[src/rtl/bdq_pkg.sv]
package bdq_pkg;

  localparam int unsigned Depth = 16;
  localparam int unsigned CntW  = $clog2(Depth + 1);
  localparam int unsigned DataW = 32;
  localparam int unsigned OpW   = 3;
  localparam int unsigned OccW  = 5;

  typedef enum logic [OpW-1:0] {
    OP_PUSH_LEFT  = 3'd0,
    OP_PUSH_RIGHT = 3'd1,
    OP_POP_LEFT   = 3'd2,
    OP_POP_RIGHT  = 3'd3,
    OP_PEEK_LEFT  = 3'd4,
    OP_SEARCH     = 3'd5
  } bdq_op_e;

  typedef struct packed {
    logic [OpW-1:0]     opcode;
    logic signed [31:0] value_in;
  } bdq_in_t;

  typedef struct packed {
    logic signed [31:0] value_out;
    logic               found;
    logic               was_empty;
    logic               push_dropped;
    logic [OccW-1:0]    occupancy;
  } bdq_out_t;

  // broadcast to every cell
  typedef struct packed {
    logic shift_right;  // push left: take left neighbor
    logic shift_left;   // pop left: take right neighbor
    logic search;       // compare against key
    logic capture;      // word accepted, latch tap and match
  } bdq_cell_ctrl_t;

endpackage

[src/rtl/bounded_deque_with_search.sv]
// Bounded double-ended queue of signed 32-bit values with membership search.
// Input channel in_valid_i/in_ready_o carries one request word (opcode and
// value); output channel out_valid_o/out_ready_i returns exactly one result
// word per request: popped or peeked value, found, was_empty, push_dropped
// and the occupancy after the operation.
// Storage is a row of cells with the left end in cell 0. Push left shifts
// the row right, pop left shifts it left, push right loads the cell just past
// the tail, pop right only shortens the count. At acceptance each cell
// latches its tap value and its search match; the next cycle ORs the taps and
// matches of all cells into the result register.
// A request is accepted in S_IDLE, where the cells capture, and its result is
// registered in S_REDUCE; no new request is taken before the OR across the row.
// Reset empties the queue (count cleared, no result pending).
// When the receiver stalls, the result word holds in the output register and
// no new request is accepted until it is taken.
module bounded_deque_with_search (
  input  logic              clk_i,
  input  logic              rst_ni,
  input  logic              in_valid_i,
  output logic              in_ready_o,
  input  bdq_pkg::bdq_in_t  in_data_i,
  output logic              out_valid_o,
  input  logic              out_ready_i,
  output bdq_pkg::bdq_out_t out_data_o
);
  import bdq_pkg::*;

  typedef enum logic {S_IDLE, S_REDUCE} state_e;

  state_e          state_q;
  logic [CntW-1:0] count_q, count_d;
  logic            out_valid_q;
  bdq_out_t        out_q;
  logic            was_empty_q, dropped_q;

  logic            accept, empty, full;
  logic            push_l, push_r, pop_l, pop_r, peek, search;
  bdq_cell_ctrl_t  ctrl;
  logic            was_empty_d, dropped_d;

  logic [DataW-1:0] cell_data [Depth];
  logic [DataW-1:0] cell_tap  [Depth];
  logic [Depth-1:0] cell_match;
  logic [DataW-1:0] tap_or;
  logic [CntW-1:0]  tail_idx;

  assign in_ready_o = (state_q == S_IDLE) && (!out_valid_q || out_ready_i);
  assign accept     = in_valid_i && in_ready_o;
  assign empty      = (count_q == '0);
  assign full       = (count_q == CntW'(Depth));
  assign tail_idx   = count_q - CntW'(1);

  always_comb begin
    push_l      = 1'b0;
    push_r      = 1'b0;
    pop_l       = 1'b0;
    pop_r       = 1'b0;
    peek        = 1'b0;
    search      = 1'b0;
    was_empty_d = 1'b0;
    dropped_d   = 1'b0;
    count_d     = count_q;
    case (in_data_i.opcode)
      OP_PUSH_LEFT: begin
        dropped_d = full;
        push_l    = !full;
      end
      OP_PUSH_RIGHT: begin
        dropped_d = full;
        push_r    = !full;
      end
      OP_POP_LEFT: begin
        was_empty_d = empty;
        pop_l       = !empty;
      end
      OP_POP_RIGHT: begin
        was_empty_d = empty;
        pop_r       = !empty;
      end
      OP_PEEK_LEFT: begin
        was_empty_d = empty;
        peek        = !empty;
      end
      OP_SEARCH: begin
        search = 1'b1;
      end
      default: begin
      end
    endcase
    if (push_l || push_r) begin
      count_d = count_q + CntW'(1);
    end else if (pop_l || pop_r) begin
      count_d = count_q - CntW'(1);
    end
  end

  assign ctrl.shift_right = accept && push_l;
  assign ctrl.shift_left  = accept && pop_l;
  assign ctrl.search      = search;
  assign ctrl.capture     = accept;

  for (genvar i = 0; i < Depth; i++) begin : g_cell
    logic [DataW-1:0] left_data, right_data;
    if (i == 0) begin : g_first
      assign left_data = in_data_i.value_in;
    end else begin : g_inner_l
      assign left_data = cell_data[i-1];
    end
    if (i == Depth - 1) begin : g_last
      assign right_data = cell_data[i];
    end else begin : g_inner_r
      assign right_data = cell_data[i+1];
    end

    bdq_cell u_cell (
      .clk_i       (clk_i),
      .rst_ni      (rst_ni),
      .ctrl_i      (ctrl),
      .key_i       (in_data_i.value_in),
      .left_data_i (left_data),
      .right_data_i(right_data),
      .load_i      (accept && push_r && (count_q == CntW'(i))),
      .held_i      (CntW'(i) < count_q),
      .tap_sel_i   (((pop_l || peek) && (i == 0)) || (pop_r && (tail_idx == CntW'(i)))),
      .data_o      (cell_data[i]),
      .tap_o       (cell_tap[i]),
      .match_o     (cell_match[i])
    );
  end

  always_comb begin
    tap_or = '0;
    for (int i = 0; i < Depth; i++) begin
      tap_or = tap_or | cell_tap[i];
    end
  end

  always_ff @(posedge clk_i or negedge rst_ni) begin
    if (!rst_ni) begin
      state_q     <= S_IDLE;
      count_q     <= '0;
      out_valid_q <= 1'b0;
      out_q       <= '0;
      was_empty_q <= 1'b0;
      dropped_q   <= 1'b0;
    end else begin
      case (state_q)
        S_IDLE: begin
          if (out_valid_q && out_ready_i) begin
            out_valid_q <= 1'b0;
          end
          if (accept) begin
            count_q     <= count_d;
            was_empty_q <= was_empty_d;
            dropped_q   <= dropped_d;
            state_q     <= S_REDUCE;
          end
        end
        S_REDUCE: begin
          out_q.value_out    <= tap_or;
          out_q.found        <= |cell_match;
          out_q.was_empty    <= was_empty_q;
          out_q.push_dropped <= dropped_q;
          out_q.occupancy    <= OccW'(count_q);
          out_valid_q        <= 1'b1;
          state_q            <= S_IDLE;
        end
        default: begin
          state_q <= S_IDLE;
        end
      endcase
    end
  end

  assign out_valid_o = out_valid_q;
  assign out_data_o  = out_q;

endmodule

[src/rtl/bdq_cell.sv]
module bdq_cell (
  input  logic                         clk_i,
  input  logic                         rst_ni,
  input  bdq_pkg::bdq_cell_ctrl_t      ctrl_i,
  input  logic [bdq_pkg::DataW-1:0]    key_i,
  input  logic [bdq_pkg::DataW-1:0]    left_data_i,
  input  logic [bdq_pkg::DataW-1:0]    right_data_i,
  input  logic                         load_i,
  input  logic                         held_i,
  input  logic                         tap_sel_i,
  output logic [bdq_pkg::DataW-1:0]    data_o,
  output logic [bdq_pkg::DataW-1:0]    tap_o,
  output logic                         match_o
);
  import bdq_pkg::*;

  logic [DataW-1:0] data_q, data_d;
  logic [DataW-1:0] tap_q;
  logic             match_q;

  always_comb begin
    data_d = data_q;
    if (ctrl_i.shift_right) begin
      data_d = left_data_i;
    end else if (ctrl_i.shift_left) begin
      data_d = right_data_i;
    end else if (load_i) begin
      data_d = key_i;
    end
  end

  always_ff @(posedge clk_i) begin
    data_q <= data_d;
    if (ctrl_i.capture) begin
      tap_q <= tap_sel_i ? data_q : '0;
    end
  end

  always_ff @(posedge clk_i or negedge rst_ni) begin
    if (!rst_ni) begin
      match_q <= 1'b0;
    end else if (ctrl_i.capture) begin
      match_q <= ctrl_i.search && held_i && (data_q == key_i);
    end
  end

  assign data_o  = data_q;
  assign tap_o   = tap_q;
  assign match_o = match_q;

endmodule
[config.mk]
export PLATFORM = sky130hd
export DESIGN_NAME = bounded_deque_with_search
export DESIGN_NICKNAME = d
export VERILOG_FILES = /design/src/rtl/bdq_pkg.sv /design/src/rtl/bounded_deque_with_search.sv /design/src/rtl/bdq_cell.sv
export SDC_FILE = /design/constraint.sdc
export NUM_CORES = 2
export LEC_CHECK = 0
export BUFFER_PORTS_ARGS = -buffer_cell sky130_fd_sc_hd__buf_2
export CORE_AREA = 2 2 414 416
export DETAILED_ROUTE_END_ITERATION = 10
export DIE_AREA = 0 0 416 418
export RECOVER_POWER = 50
export SLEW_MARGIN = 20
export SYNTH_ARGS = -nofsm -noshare
export SYNTH_HDL_FRONTEND = slang
export SYNTH_SLANG_ARGS = --single-unit
[constraint.sdc]
create_clock -name clk_i -period 26.6 [get_ports clk_i]
set_input_delay 5.32 -clock clk_i [delete_from_list [all_inputs] [get_ports clk_i]]
set_output_delay 5.32 -clock clk_i [all_outputs]
set_load 0.05 [all_outputs]
==> results.yml <==
die:
  dieArea_um2: 174000
  io_pins: 81
  num_rows: 151
  die_y_um: 418
  die_width_um: 416
  core_region_area_um2: 169000
  start_util_pct: 30.0
worst_setup_path:
  r2r_start: "state_q"
  start_kind: "input pin"
  reg2regPathDepth: 8
  crit_chain: "buf_2 > nor2b_1 > nand2_1 > nor3_1 > clkbuf_1 > nor2_1 > clkbuf_1 > o21ai_0 > buf_4"
  rrSetupSlack_ns: 11.86
  slowest_delay_ns: 7.33
  crit_cells: 9
  endpoint_kind: "flop"
  cp_common_cell: "clkbuf_1"
  endpoint: "g_cell[13].u_cell.data_o[25]"
  worstPathArrival_ns: 18.65
  startpoint: "in_valid_i"
  path_max_fanout: 197
  worstPathRequired_ns: 26.98
  cp_slowest_cell: "clkbuf_1"
  crit_type: "input pin to flop"
  cp_top_family: "buffers and inverters"
  r2r_end: "g_cell[13].u_cell.data_o[25]"
  path_buf_inv: 4
pwr:
  power_density_nw_per_um2: 74.0
  power_frac_clock_pct: 39.1
  p_int_mw: 3.04
  p_seq_share_pct: 49.5
  sw_frac_of_total_pct: 27.1
  comb_power_share_pct: 11.4
  vdd_ir_drop_max_uv: 52.8
  p_switching_mw: 1.13
  p_leak_nw: 18.1
  p_total_mw: 4.18
run_status:
  status: "finished, violations left"
  violations: "capacitance limit, slew limit"
clock_tree:
  cts-root-buf: "clkbuf_16"
  clk_pin_slew_ns: 0.06
  post_cts_buffers: 0
  cts_tree: "built"
  hold_buffers: 0
  cts_buffers: 117
  clock_latency_ns: 0.78
  clockBufferDepth: 3
  cts_sinks: 1089
  h-tree-depth: 3
  cts.repair.resized: 0
global_route:
  grt_pass1_wl_mm: 282
  grt_max_degree: 198
  grt_overflow_total: 0
  first_global_vias: 31800
  grt_use_total_pct: 23.5
  antenna_found_initial: 33
synthesis:
  synth_top_family_by_area: "simple AND/OR/NAND/NOR gates"
  ys_types: 52
  synth_compound_area_share_pct: 9.67
  syn_area_um2: 50600
  synth_nets: 3750
  synth_seq_cells: 1089
  syn_inst: 3705
  synthSimpleGateAreaFrac_pct: 14.0
  avgSynthCellArea_um2: 13.7
  yosysWarningCount: 0
  synthMuxAreaShare_pct: 0.156
  synth-xor-area-share_pct: 8.94
  synth-seq-area-share_pct: 63.9
  ys.flop_type: "edfxtp_1"
  synth_adder_area_share_pct: 0.148
  synth_edf_count: 1024
  asyncSetResetFlopFracSynth_pct: 5.97
drt:
  via_per_inst: 5.85
  route.vias.total: 34900
  firstDrtPassIters: 8
  wl_per_cell_um: 35.1
  drc: 0
  antenna_left: 0
  routed_wl_mm: 210
  initialDrtViolationCount: 6623
timing:
  period_share_pct: 68.7
  fin_skew_ns: 0.0490
  finalCriticalPeriod_ns: 18.27
  rsz0062_at_grt: "no"
  fmax_mhz: 54.7
  tightestPinTransition_ns: 10.63
  hold_viol_final: 0
  tns_ns: 0
  setup_viol: 0
  fin_hold_ws_ns: 0.472
  relSlewSlack_pct: -609
  drv_slew: 1417
finish:
  final_cell_mix: "1,024 x edfxtp_1, 448 x a221o_1, 387 x xnor2_1, 306 x and2_0, 217 x nand2_1"
  drive_gt1_share_pct: 6.87
  post-route-cell-area_um2: 56500
  final_common_cell: "edfxtp_1"
  fin_cells: 5968
  nNetsFinal: 3691
  fillCellCount: 16500
  synthToLayoutAreaGrowth_pct: 11.5
placed_design:
  place_hpwl_mm: 139
  place.gp.congestion: 1.10
  dp.cells: 5745
  portBuffers: 80
  postPlaceCellArea_um2: 53100
hold_path:
  hp-class: "flop to flop"
run:
  cap_violations: 39
-- flip-flops by register name (all words and copies together), names as in the netlist --
register,flops
out_valid_o,1
out_data_o,40
dropped_q,1
g_cell.u_cell.tap_o,512
g_cell.u_cell.data_o,512
was_empty_q,1
g_cell.u_cell.match_o,16
count_q,5
state_q,1
-- cell families (layout without fill, tap and decap cells) --
| group | after synthesis | after routing |
|---|---|---|
| AND/OR/NAND/NOR | 1254 | 1254 |
| adder cells (fa/ha/maj) | 6 | 6 |
| buffers and inverters | 325 | 360 |
| flip-flops | 1089 | 1089 |
| AO/OA/AOI/OAI | 507 | 507 |
| other | 0 | 10 |
| XOR/XNOR | 517 | 517 |
| multiplexers | 7 | 7 |
-- per-stage QoR --
step | setup slack, ns | utilization, %
after global routing | 8.10 | 33.4
final | 8.33 | 33.4
after floorplan | 6.07 | -
after CTS | 15.31 | 33.6
after detailed placement | 15.32 | 31.4
after global placement | 15.27 | 31.4
-- synthesized netlist by cell type, types with 3 or more instances --
cell / count / area [um2]
a211oi_1: 5 / 37.5
buf_4: 27 / 203
a32o_1: 8 / 80.1
nand2b_1: 7 / 43.8
xnor2_1: 387 / 3390
nand4_1: 139 / 870
nor2_1: 123 / 462
and3_1: 32 / 200
clkbuf_1: 174 / 653
a21oi_1: 10 / 50.1
ha_1: 6 / 75.1
buf_6: 29 / 327
nor3_1: 11 / 55.1
and2_1: 482 / 3020
nor2b_1: 34 / 213
mux2_2: 7 / 78.8
nand3_1: 15 / 75.1
buf_1: 23 / 86.3
o41ai_1: 3 / 26.3
dfrtp_1: 65 / 1630
xor2_1: 130 / 1140
nor4b_1: 31 / 272
o21ai_1: 5 / 25.0
buf_2: 62 / 310
inv_1: 10 / 37.5
nand2_1: 218 / 818
o21ai_0: 14 / 70.1
nor4_1: 150 / 938
a221o_1: 448 / 4480
edfxtp_1: 1024 / 30700
-- tightest hold or removal path: stages, from the launching register on --
cell and delay [ns]:
edfxtp_1 0.32, nor4_1 0.05, nor2_1 0.07
-- final cells by class --
class | count | area [um2] | share of cell area (%)
Clock inverter | 68 | 583 | 1.03
Multi-Input combinational cell | 2291 | 16900 | 29.9
Timing Repair Buffer | 137 | 668 | 1.18
Tap cell | 2218 | 2780 | 4.91
Inverter | 10 | 38.8 | 0.0687
Antenna cell | 10 | 25.0 | 0.0443
Clock buffer | 145 | 3150 | 5.57
Sequential cell | 1089 | 32400 | 57.3
-- worst min-delay path by stage --
stage                                startpoint                       end  slack, ns  depth (start not counted)
global route        g_cell[15].u_cell.tap_o[29]            out_data_o[37]       0.49                          2
detailed placement  g_cell[13].u_cell.tap_o[30]            out_data_o[38]       0.46                          2
CTS                 g_cell[15].u_cell.tap_o[29]            out_data_o[37]       0.48                          2
floorplan              g_cell[5].u_cell.match_o  g_cell[5].u_cell.match_o       0.44                          2
finish              g_cell[14].u_cell.tap_o[15]            out_data_o[23]       0.47                          2
global placement    g_cell[14].u_cell.tap_o[12]            out_data_o[20]       0.46                          2
-- power by group through the flow --
stage          sequential [mW]  clock, mW  combinational [mW]
3_3_place_gp              2.09          0               0.461
6_report                  2.07       1.63               0.477
2_1_floorplan             2.10          0               0.265
4_1_cts                   2.06       1.64               0.468
3_5_place_dp              2.10          0               0.466
5_1_grt                   2.08       1.71               0.485
-- routing by layer --
| layer | GRT usage, % | vias up | wire [um] |
|---|---|---|---|
| li1 | - | 14100 | - |
| met1 | 31.6 | 17700 | 80600 |
| met2 | 35.1 | 2601 | 90500 |
| met3 | 6.03 | 456 | 26100 |
| met4 | 11.5 | 18 | 12300 |
| met5 | 0 | - | 138 |
No activity file was read; power rests on OpenSTA's default activity.
